===== src/lcd_lts_pkg.sv =====
// Shared types, constants and helpers for the LCD line timing sequencer.
`default_nettype none

package lcd_lts_pkg;

   // Phase lengths in ticks and line counts
   localparam logic [15:0] VISIBLE_TICKS = 16'd960;
   localparam logic [15:0] HBLANK_TICKS  = 16'd272;
   localparam logic [15:0] LINE_TICKS    = VISIBLE_TICKS + HBLANK_TICKS;
   localparam logic [7:0]  ACTIVE_LINE_COUNT = 8'd160;
   localparam logic [7:0]  BLANK_LINE_COUNT  = 8'd68;
   localparam logic [7:0]  FRAME_LINE_COUNT  = ACTIVE_LINE_COUNT + BLANK_LINE_COUNT;
   localparam logic [7:0]  VBLANK_CLEAR_LINE = 8'd227;
   localparam logic [7:0]  LINE_LAST     = FRAME_LINE_COUNT - 8'd1;

   // Field widths
   localparam int TICK_W = 10;
   localparam int ACC_W  = 16;
   localparam int LINE_W = 8;
   localparam int CSR_INDEX_W = 3;
   localparam int CSR_DATA_W  = 8;

   // Phase codes as seen on the result channel
   localparam logic [1:0] PHASE_CODE_VISIBLE = 2'd0;
   localparam logic [1:0] PHASE_CODE_HBLANK  = 2'd1;
   localparam logic [1:0] PHASE_CODE_VBLANK  = 2'd2;

   // Register indexes of the configuration port
   localparam logic [CSR_INDEX_W-1:0] CSR_HBLANK_IRQ_EN = 3'd0;
   localparam logic [CSR_INDEX_W-1:0] CSR_VBLANK_IRQ_EN = 3'd1;
   localparam logic [CSR_INDEX_W-1:0] CSR_MATCH_IRQ_EN  = 3'd2;
   localparam logic [CSR_INDEX_W-1:0] CSR_MATCH_LINE    = 3'd3;

   typedef enum logic [2:0] {
      PH_VISIBLE = 3'b001,
      PH_HBLANK  = 3'b010,
      PH_VBLANK  = 3'b100
   } phase_type;

   typedef struct packed {
      logic              hblank_irq_enable;
      logic              vblank_irq_enable;
      logic              line_match_irq_enable;
      logic [LINE_W-1:0] match_line;
   } cfg_type;

   typedef struct packed {
      phase_type         phase;
      logic [ACC_W-1:0]  accum;
      logic [LINE_W-1:0] line;
      logic              hblank_bit;
      logic              vblank_bit;
      logic              match_bit;
      logic              vblank_level;
   } state_type;

   // Timing state after reset: visible phase, everything else cleared
   localparam state_type STATE_RESET = '{
      phase:        PH_VISIBLE,
      accum:        '0,
      line:         '0,
      hblank_bit:   1'b0,
      vblank_bit:   1'b0,
      match_bit:    1'b0,
      vblank_level: 1'b0
   };

   typedef struct packed {
      logic              frame_wrap_pulse;
      logic              vblank_signal;
      logic              frame_done_pulse;
      logic              draw_line_pulse;
      logic              match_irq;
      logic              vblank_irq;
      logic              hblank_irq;
      logic              match_flag;
      logic              vblank_flag;
      logic              hblank_flag;
      logic [LINE_W-1:0] line;
      logic [1:0]        phase;
   } result_type;

   localparam int RESULT_W = $bits(result_type);
   localparam int RSP_DATA_W = ((RESULT_W + 7) / 8) * 8;
   localparam int REQ_DATA_W = ((TICK_W + 7) / 8) * 8;

   // Map the one-hot phase onto its external code
   function automatic logic [1:0] phase_code(input phase_type ph);
      logic [1:0] code;
      unique case (ph)
         PH_HBLANK: code = PHASE_CODE_HBLANK;
         PH_VBLANK: code = PHASE_CODE_VBLANK;
         default:   code = PHASE_CODE_VISIBLE;
      endcase
      return code;
   endfunction

endpackage

`default_nettype wire


===== src/lcd_lts_csr.sv =====
// Configuration registers of the LCD line timing sequencer.
`default_nettype none

module lcd_lts_csr (
   input  wire logic                                clock,
   input  wire logic                                reset,
   input  wire logic                                csr_we,
   input  wire logic [lcd_lts_pkg::CSR_INDEX_W-1:0] csr_index,
   input  wire logic [lcd_lts_pkg::CSR_DATA_W-1:0]  csr_wdata,
   output lcd_lts_pkg::cfg_type                     cfg
);

   lcd_lts_pkg::cfg_type cfg_ff;
   lcd_lts_pkg::cfg_type cfg_in;

   // Decode the write; indexes past the list are dropped
   always_comb begin
      cfg_in = cfg_ff;
      if (csr_we) begin
         unique case (csr_index)
            lcd_lts_pkg::CSR_HBLANK_IRQ_EN: cfg_in.hblank_irq_enable = csr_wdata[0];
            lcd_lts_pkg::CSR_VBLANK_IRQ_EN: cfg_in.vblank_irq_enable = csr_wdata[0];
            lcd_lts_pkg::CSR_MATCH_IRQ_EN:  cfg_in.line_match_irq_enable = csr_wdata[0];
            lcd_lts_pkg::CSR_MATCH_LINE:    cfg_in.match_line = csr_wdata[lcd_lts_pkg::LINE_W-1:0];
            default: ;
         endcase
      end
   end

   always_ff @(posedge clock) begin
      if (reset) begin
         cfg_ff <= '0;
      end else begin
         cfg_ff <= cfg_in;
      end
   end

   assign cfg = cfg_ff;

endmodule

`default_nettype wire


===== src/lcd_lts_step.sv =====
// Combinational timing step: accumulate ticks, take at most one phase transition.
`default_nettype none

module lcd_lts_step (
   input  wire lcd_lts_pkg::state_type           cur,
   input  wire lcd_lts_pkg::cfg_type             cfg,
   input  wire logic [lcd_lts_pkg::TICK_W-1:0]   tick_amount,
   output lcd_lts_pkg::state_type                nxt,
   output lcd_lts_pkg::result_type               res
);

   logic [lcd_lts_pkg::ACC_W:0]    sum;
   logic [lcd_lts_pkg::ACC_W-1:0]  acc_sat;
   logic [lcd_lts_pkg::LINE_W-1:0] line_inc;
   logic                           line_hit;
   logic                           hirq;
   logic                           virq;
   logic                           mirq;
   logic                           draw;
   logic                           done;
   logic                           wrap;

   // Saturating accumulate and the next line with its match compare
   assign sum = {1'b0, cur.accum}
              + {{(lcd_lts_pkg::ACC_W + 1 - lcd_lts_pkg::TICK_W){1'b0}}, tick_amount};
   assign acc_sat  = sum[lcd_lts_pkg::ACC_W] ? '1 : sum[lcd_lts_pkg::ACC_W-1:0];
   assign line_inc = cur.line + 8'd1;
   assign line_hit = (line_inc == cfg.match_line);

   // Phase transition
   always_comb begin
      nxt = cur;
      nxt.accum = acc_sat;
      hirq = 1'b0;
      virq = 1'b0;
      mirq = 1'b0;
      draw = 1'b0;
      done = 1'b0;
      wrap = 1'b0;
      unique case (cur.phase)
         lcd_lts_pkg::PH_HBLANK: begin
            if (acc_sat > lcd_lts_pkg::HBLANK_TICKS) begin
               nxt.accum      = acc_sat - lcd_lts_pkg::HBLANK_TICKS;
               nxt.hblank_bit = 1'b0;
               nxt.line       = line_inc;
               nxt.match_bit  = line_hit;
               mirq           = line_hit & cfg.line_match_irq_enable;
               if (line_inc >= lcd_lts_pkg::ACTIVE_LINE_COUNT) begin
                  nxt.phase        = lcd_lts_pkg::PH_VBLANK;
                  nxt.vblank_bit   = 1'b1;
                  nxt.vblank_level = 1'b1;
                  done             = 1'b1;
                  virq             = cfg.vblank_irq_enable;
               end else begin
                  nxt.phase = lcd_lts_pkg::PH_VISIBLE;
               end
            end
         end
         lcd_lts_pkg::PH_VBLANK: begin
            if (acc_sat > lcd_lts_pkg::LINE_TICKS) begin
               nxt.accum     = acc_sat - lcd_lts_pkg::LINE_TICKS;
               nxt.line      = line_inc;
               nxt.match_bit = line_hit;
               mirq          = line_hit & cfg.line_match_irq_enable;
               if (line_inc == lcd_lts_pkg::VBLANK_CLEAR_LINE) begin
                  nxt.vblank_bit = 1'b0;
               end
               // Wrap to the top of the frame
               if (line_inc >= lcd_lts_pkg::FRAME_LINE_COUNT) begin
                  nxt.line         = '0;
                  nxt.vblank_level = 1'b0;
                  nxt.phase        = lcd_lts_pkg::PH_VISIBLE;
                  wrap             = 1'b1;
               end
            end
         end
         default: begin
            if (acc_sat > lcd_lts_pkg::VISIBLE_TICKS) begin
               nxt.accum      = acc_sat - lcd_lts_pkg::VISIBLE_TICKS;
               nxt.phase      = lcd_lts_pkg::PH_HBLANK;
               nxt.hblank_bit = 1'b1;
               draw           = 1'b1;
               hirq           = cfg.hblank_irq_enable;
            end
         end
      endcase
   end

   // Assemble the result from the state after the step
   always_comb begin
      res.phase            = lcd_lts_pkg::phase_code(nxt.phase);
      res.line             = nxt.line;
      res.hblank_flag      = nxt.hblank_bit;
      res.vblank_flag      = nxt.vblank_bit;
      res.match_flag       = nxt.match_bit;
      res.hblank_irq       = hirq;
      res.vblank_irq       = virq;
      res.match_irq        = mirq;
      res.draw_line_pulse  = draw;
      res.frame_done_pulse = done;
      res.vblank_signal    = nxt.vblank_level;
      res.frame_wrap_pulse = wrap;
   end

endmodule

`default_nettype wire


===== src/lcd_line_timing_sequencer.sv =====
// Top level of the LCD line timing sequencer: input register, timing state, result register.
// A request is captured in the input register and stepped into the result register, from
// which its result is offered on the result channel.
// Throughput: one item per cycle; the input stalls only while a held result is not taken.
// Reset (synchronous, active high) clears both registers' valid bits, the timing state
// and the configuration registers; no clearing pass.
`default_nettype none

module lcd_line_timing_sequencer (
   input  wire logic                                 clock,
   input  wire logic                                 reset,
   // Request channel; tdata: tick_amount[9:0], zero fill
   input  wire logic                                 req_tvalid,
   output logic                                      req_tready,
   input  wire logic [lcd_lts_pkg::REQ_DATA_W-1:0]   req_tdata,
   // Result channel; tdata: phase[1:0], line[9:2], hblank_flag[10], vblank_flag[11],
   // match_flag[12], hblank_irq[13], vblank_irq[14], match_irq[15], draw_line_pulse[16],
   // frame_done_pulse[17], vblank_signal[18], frame_wrap_pulse[19], zero fill
   output logic                                      rsp_tvalid,
   input  wire logic                                 rsp_tready,
   output logic [lcd_lts_pkg::RSP_DATA_W-1:0]        rsp_tdata,
   // Configuration write port
   input  wire logic                                 csr_we,
   input  wire logic [lcd_lts_pkg::CSR_INDEX_W-1:0]  csr_index,
   input  wire logic [lcd_lts_pkg::CSR_DATA_W-1:0]   csr_wdata
);

   lcd_lts_pkg::cfg_type    cfg;
   lcd_lts_pkg::state_type  state_ff;
   lcd_lts_pkg::state_type  state_in;
   lcd_lts_pkg::result_type step_res;
   lcd_lts_pkg::result_type out_ff;

   logic                            in_valid_ff;
   logic [lcd_lts_pkg::TICK_W-1:0]  in_tick_ff;
   logic                            out_valid_ff;
   logic                            step_fire;

   lcd_lts_csr u_csr (
      .clock     (clock),
      .reset     (reset),
      .csr_we    (csr_we),
      .csr_index (csr_index),
      .csr_wdata (csr_wdata),
      .cfg       (cfg)
   );

   lcd_lts_step u_step (
      .cur         (state_ff),
      .cfg         (cfg),
      .tick_amount (in_tick_ff),
      .nxt         (state_in),
      .res         (step_res)
   );

   // Advance when an item waits and the result register is free or draining
   assign step_fire  = in_valid_ff && (!out_valid_ff || rsp_tready);
   assign req_tready = !in_valid_ff || step_fire;

   // Input register
   always_ff @(posedge clock) begin
      if (reset) begin
         in_valid_ff <= 1'b0;
      end else if (req_tready) begin
         in_valid_ff <= req_tvalid;
      end
   end

   always_ff @(posedge clock) begin
      if (req_tvalid && req_tready) begin
         in_tick_ff <= req_tdata[lcd_lts_pkg::TICK_W-1:0];
      end
   end

   // Timing state
   always_ff @(posedge clock) begin
      if (reset) begin
         state_ff <= lcd_lts_pkg::STATE_RESET;
      end else if (step_fire) begin
         state_ff <= state_in;
      end
   end

   // Result register
   always_ff @(posedge clock) begin
      if (reset) begin
         out_valid_ff <= 1'b0;
      end else if (step_fire) begin
         out_valid_ff <= 1'b1;
      end else if (rsp_tready) begin
         out_valid_ff <= 1'b0;
      end
   end

   always_ff @(posedge clock) begin
      if (step_fire) begin
         out_ff <= step_res;
      end
   end

   assign rsp_tvalid = out_valid_ff;
   assign rsp_tdata  = {{(lcd_lts_pkg::RSP_DATA_W - lcd_lts_pkg::RESULT_W){1'b0}}, out_ff};

   // Line counter stays inside the frame
   a_line_range: assert property (@(posedge clock) disable iff (reset)
      state_ff.line <= lcd_lts_pkg::LINE_LAST)
      else $error("line counter beyond last line");

   // Vblank level tracks the vblank phase
   a_vlevel_phase: assert property (@(posedge clock) disable iff (reset)
      state_ff.vblank_level == (state_ff.phase == lcd_lts_pkg::PH_VBLANK))
      else $error("vblank level out of step with phase");

   // A wrap leaves the counter at line 0 in the visible phase
   a_wrap_state: assert property (@(posedge clock) disable iff (reset)
      step_fire && step_res.frame_wrap_pulse |=>
         state_ff.line == '0 && state_ff.phase == lcd_lts_pkg::PH_VISIBLE)
      else $error("wrap did not return to line 0");

   // The accumulator only moves when an item is stepped
   a_accum_hold: assert property (@(posedge clock) disable iff (reset)
      !step_fire |=> $stable(state_ff.accum))
      else $error("accumulator changed without a step");

   // A stepped item always produces a pending result
   a_result_pending: assert property (@(posedge clock) disable iff (reset)
      step_fire |=> rsp_tvalid)
      else $error("stepped item lost its result");

endmodule

`default_nettype wire


===== config.mk =====
export PLATFORM = sky130hd
export DESIGN_NAME = lcd_line_timing_sequencer
export DESIGN_NICKNAME = d
export VERILOG_FILES = /design/src/lcd_lts_pkg.sv /design/src/lcd_lts_csr.sv /design/src/lcd_lts_step.sv /design/src/lcd_line_timing_sequencer.sv
export SDC_FILE = /design/constraint.sdc
export NUM_CORES = 1
export LEC_CHECK = 0
export ABC_AREA = 1
export BUFFER_PORTS_ARGS = -buffer_cell sky130_fd_sc_hd__buf_2
export CORE_MARGIN = 2
export CORE_UTILIZATION = 45
export CTS_CLUSTER_SIZE = 8
export DETAILED_ROUTE_END_ITERATION = 8
export PLACE_DENSITY = 0.6
export SLEW_MARGIN = 10
export SYNTH_ARGS = -nofsm -noshare
export SYNTH_HDL_FRONTEND = slang
export SYNTH_HIERARCHICAL = 1
export SYNTH_SLANG_ARGS = --single-unit

===== constraint.sdc =====
create_clock -name clock -period 7.39 [get_ports clock]
set_clock_uncertainty 0.1 [all_clocks]
set_input_delay 0.739 -clock clock [delete_from_list [all_inputs] [get_ports clock]]
set_output_delay 0.739 -clock clock [all_outputs]
set_load 0.02 [all_outputs]

==> results.sh <==
export IMPL_cts_buffer_depth=2
export IMPL_drt_wl_total_um=14600
export IMPL_synth_edf_count=30
export IMPL_hold_path_class="flip-flop to flip-flop"
export IMPL_required_ps=7530
export IMPL_clock_sinks=74
export IMPL_path_buf_inv=3
export IMPL_worst_path_largest_cell_delay_ps=470
export IMPL_initial_core_util_pct=45.8
export IMPL_fp_dieW_um=120
export IMPL_ant_nets=0
export IMPL_avgRoutedWirePerCell_um=13.4
export IMPL_reg2reg_from="in_tick_ff[0]"
export IMPL_cts_htree_levels=3
export IMPL_multi_input_area_um2=3360
export IMPL_rows=42
export IMPL_gp_congestion=0.892
export IMPL_path_clk_slew_ps=60
export IMPL_viasPerCell=4.99
export IMPL_nets=962
export IMPL_crit_path_start="in_tick_ff[0]"
export IMPL_path_delay_family="simple AND/OR/NAND/NOR gates"
export IMPL_cts_setup_buffers=0
export IMPL_crit_chain="ha_1 -> fa_1 -> nand2_2 -> nand2_1 -> nand3_2 -> nand2_2 -> a21oi_4 -> nand2_1 -> inv_1 -> ha_1 -> nor2_1 -> inv_1 -> nand3_1 -> nand3_1 -> nand2_1 -> nand2_1 -> nand2_2 -> nand2_1 -> nand2_1 -> inv_1 -> nand3_1 -> nand2_1 -> nor2_1"
export IMPL_max_slew_worst_pin_slew_ps=1100
export IMPL_cts_root_buf="clkbuf_16"
export IMPL_cap_violations=0
export IMPL_finalCriticalPeriod_ps=4730
export IMPL_numCtsBuffers=9
export IMPL_hpwlAfterDp_um=10800
export IMPL_status="complete, no violations"
export IMPL_diodes=0
export IMPL_grt_overflow=0
export IMPL_synthArstFlopShare_pct=0
export IMPL_drive_above_1_share_pct=13.3
export IMPL_insertion_delay_ps=340
export IMPL_fillerInstances=1381
export IMPL_yosys_register_bits=74
export IMPL_cpMaxStageDelayCell="fa_1"
export IMPL_path_max_fanout=21
export IMPL_seq_area_um2=1780
export IMPL_p_leak_nw=3.12
export IMPL_antenna_found_initial=0
export IMPL_syn_to_final_growth_pct=5.78
export IMPL_cp_end_kind="flip-flop"
export IMPL_min_path_cells=2
export IMPL_dr_pass1_iters=5
export IMPL_max_vdd_ir_drop_v=0.000152
export IMPL_crit_type="flip-flop to flip-flop"
export IMPL_rsz0062_at_grt="no"
export IMPL_final_core_util_pct=48.4
export IMPL_drcViolationCount=0
export IMPL_ys_seq_area_share_pct=29.5
export IMPL_finalCritPeriodShare_pct=64.0
export IMPL_finalHoldViolCount=0
export IMPL_r2r_end="state_ff[1]"
export IMPL_die_h_um=120
export IMPL_synth_ff_type="dfxtp_1"
export IMPL_first_global_vias=4855
export IMPL_synth_area_um2=6040
export IMPL_min_to="state_ff[2]"
export IMPL_setup_violations=0
export IMPL_relSlewSlack_pct=26.5
export IMPL_reg2reg_setup_slack_ps=2660
export IMPL_worst_r2r_cell_count=23
export IMPL_io_buffers=47
export IMPL_ios=58
export IMPL_ys_types=46
export IMPL_finalSetupTns_ps=0
export IMPL_num_vias=5446
export IMPL_worst_setup_path_start_kind="flip-flop"
export IMPL_cts_repair_resized=0
export IMPL_cts_tree="built"
export IMPL_power_density_nw_per_um2=221
export IMPL_synth_area_per_cell_um2=6.70
export IMPL_grt_max_degree=64
export IMPL_die_area_um2=14400
export IMPL_grt_util_all_layers_pct=21.0
export IMPL_yosys_warnings=6
export IMPL_fmax_mhz=211
export IMPL_min_from="state_ff[2]"
export IMPL_stdcell_count=1092
export IMPL_grt_pass1_wl_um=24300
export IMPL_coreArea_um2=13200
export IMPL_cp_common_cell="nand2_1"
export IMPL_cts_hold_buf=0
export IMPL_detail_route_iter0_violations=365
export IMPL_cp_arrival_ps=4870
export IMPL_postSynthCellCount=901
export IMPL_final_max_slew_viol_count=0
export IMPL_place_inst=1076
## sequential cells by signal, summed over array words and instances (netlist names)
signal	cells
in_tick_ff	10
rsp_tvalid	1
in_valid_ff	1
state_ff	31
rsp_tdata	20
u_csr/cfg	11
## cell usage in the layout, fill, tap and decap left out, drive strengths merged
master,Yosys,routed
a22o,1,1
or2,3,3
clkinv,0,2
a21oi,50,50
xnor2,7,7
nor2,120,120
dfxtp,44,44
o21ai,20,20
clkbuf,6,10
a21boi,1,1
clkinvlp,0,1
o22ai,7,7
a31oi,1,1
ha,18,18
a21o,1,1
xor2,15,15
nand2,231,231
conb,1,4
nor3,5,5
nand3,129,129
nand3b,1,1
and2,1,1
edfxtp,30,30
fa,1,1
nor4,1,1
nand4,23,23
o21a,2,2
inv,127,129
bufinv,0,1
o31ai,2,2
o211ai,6,6
buf,47,49
## how the worst max path moves through the flow
stage	to	slack [ps]	depth (start not counted)
CTS	state_ff[1]	2660	23
global route	state_ff[8]	2230	22
floorplan	rsp_tdata[12]	3740	23
finish	state_ff[1]	2660	23
detailed placement	state_ff[1]	2650	23
global placement	state_ff[16]	2690	22
## cell type report
class / instances / area share, %
multi-input cells: 650 / 52.7
flip-flops and latches: 74 / 27.9
inverters: 127 / 7.46
repair buffers: 49 / 3.92
clock buffers: 10 / 3.58
well taps: 176 / 3.45
clock inverters: 6 / 1.02
## tightest hold or removal path: cells and delay by family, from the launching register on
| family | cells | cell delay [ps] |
|---|---|---|
| flops | 1 | 330 |
| compound gates | 1 | 40 |
| simple gates | 1 | 80 |
## per-stage QoR
step | hold WS [ps] | power [mW] | cell area, um2 | worst slack, ps
final | 385 | 1.41 | 6390 | 2660
after global routing | 414 | 1.52 | 6390 | 2230
after CTS | 389 | 1.42 | 6390 | 2660
after detailed placement | 374 | 0.976 | 6090 | 2650
after global placement | 360 | 0.974 | 6090 | 2690
after floorplan | 352 | 0.894 | 6050 | 3740
## synth_stat cells, types with 2 or more instances
| master | instances | area share [%] |
|---|---|---|
| nand3_1 | 124 | 10 |
| nand2_4 | 3 | 0.56 |
| o21ai_1 | 12 | 0.99 |
| or2_2 | 3 | 0.31 |
| clkbuf_8 | 3 | 0.68 |
| nand3_2 | 3 | 0.50 |
| edfxtp_1 | 30 | 15 |
| xor2_1 | 15 | 2.2 |
| dfxtp_1 | 44 | 15 |
| xnor2_1 | 7 | 1.0 |
| o21ai_0 | 8 | 0.66 |
| inv_2 | 9 | 0.56 |
| inv_1 | 118 | 7.3 |
| buf_6 | 11 | 2.1 |
| nand2_2 | 10 | 1.0 |
| o211ai_1 | 5 | 0.62 |
| nand4_1 | 22 | 2.3 |
| buf_4 | 29 | 3.6 |
| nor3_1 | 5 | 0.41 |
| ha_1 | 18 | 3.7 |
| o21a_1 | 2 | 0.25 |
| nor2_2 | 6 | 0.62 |
| nand2_1 | 218 | 14 |
| a21oi_2 | 3 | 0.44 |
| o31ai_1 | 2 | 0.25 |
| nor2_1 | 105 | 6.5 |
| nor2_4 | 9 | 1.7 |
| nand3_4 | 2 | 0.58 |
| clkbuf_1 | 3 | 0.19 |
| buf_2 | 6 | 0.50 |
| o22ai_2 | 6 | 1.2 |
| a21oi_1 | 46 | 3.8 |
## cell families (layout without fill, tap and decap cells)
group / Yosys count / in the layout / synth area share (%)
DFF: 74 / 74 / 29.5
other: 1 / 4 / 0.0621
AOI/OAI and AO/OA: 91 / 91 / 9.34
xor gates and xnor gates: 22 / 22 / 3.19
and+or+nand+nor: 514 / 514 / 38.9
buffers and inverters: 180 / 192 / 15.0
adders and majority gates: 19 / 19 / 4.06
## power by group
part           switching, mW  leakage (nW)  internal (mW)
clock                  0.177         0.143          0.263
sequential            0.0190         0.648          0.455
combinational          0.337          2.33          0.162
## per-layer routing
metal	GRT usage (%)	vias up	share of wire [%]
li1	-	2903	-
met3	3.61	11	4.7
met5	0	-	0
met4	5.29	0	1.1
met1	30.7	2404	51
met2	32.3	128	43
No activity file was read; power rests on OpenSTA's default activity.
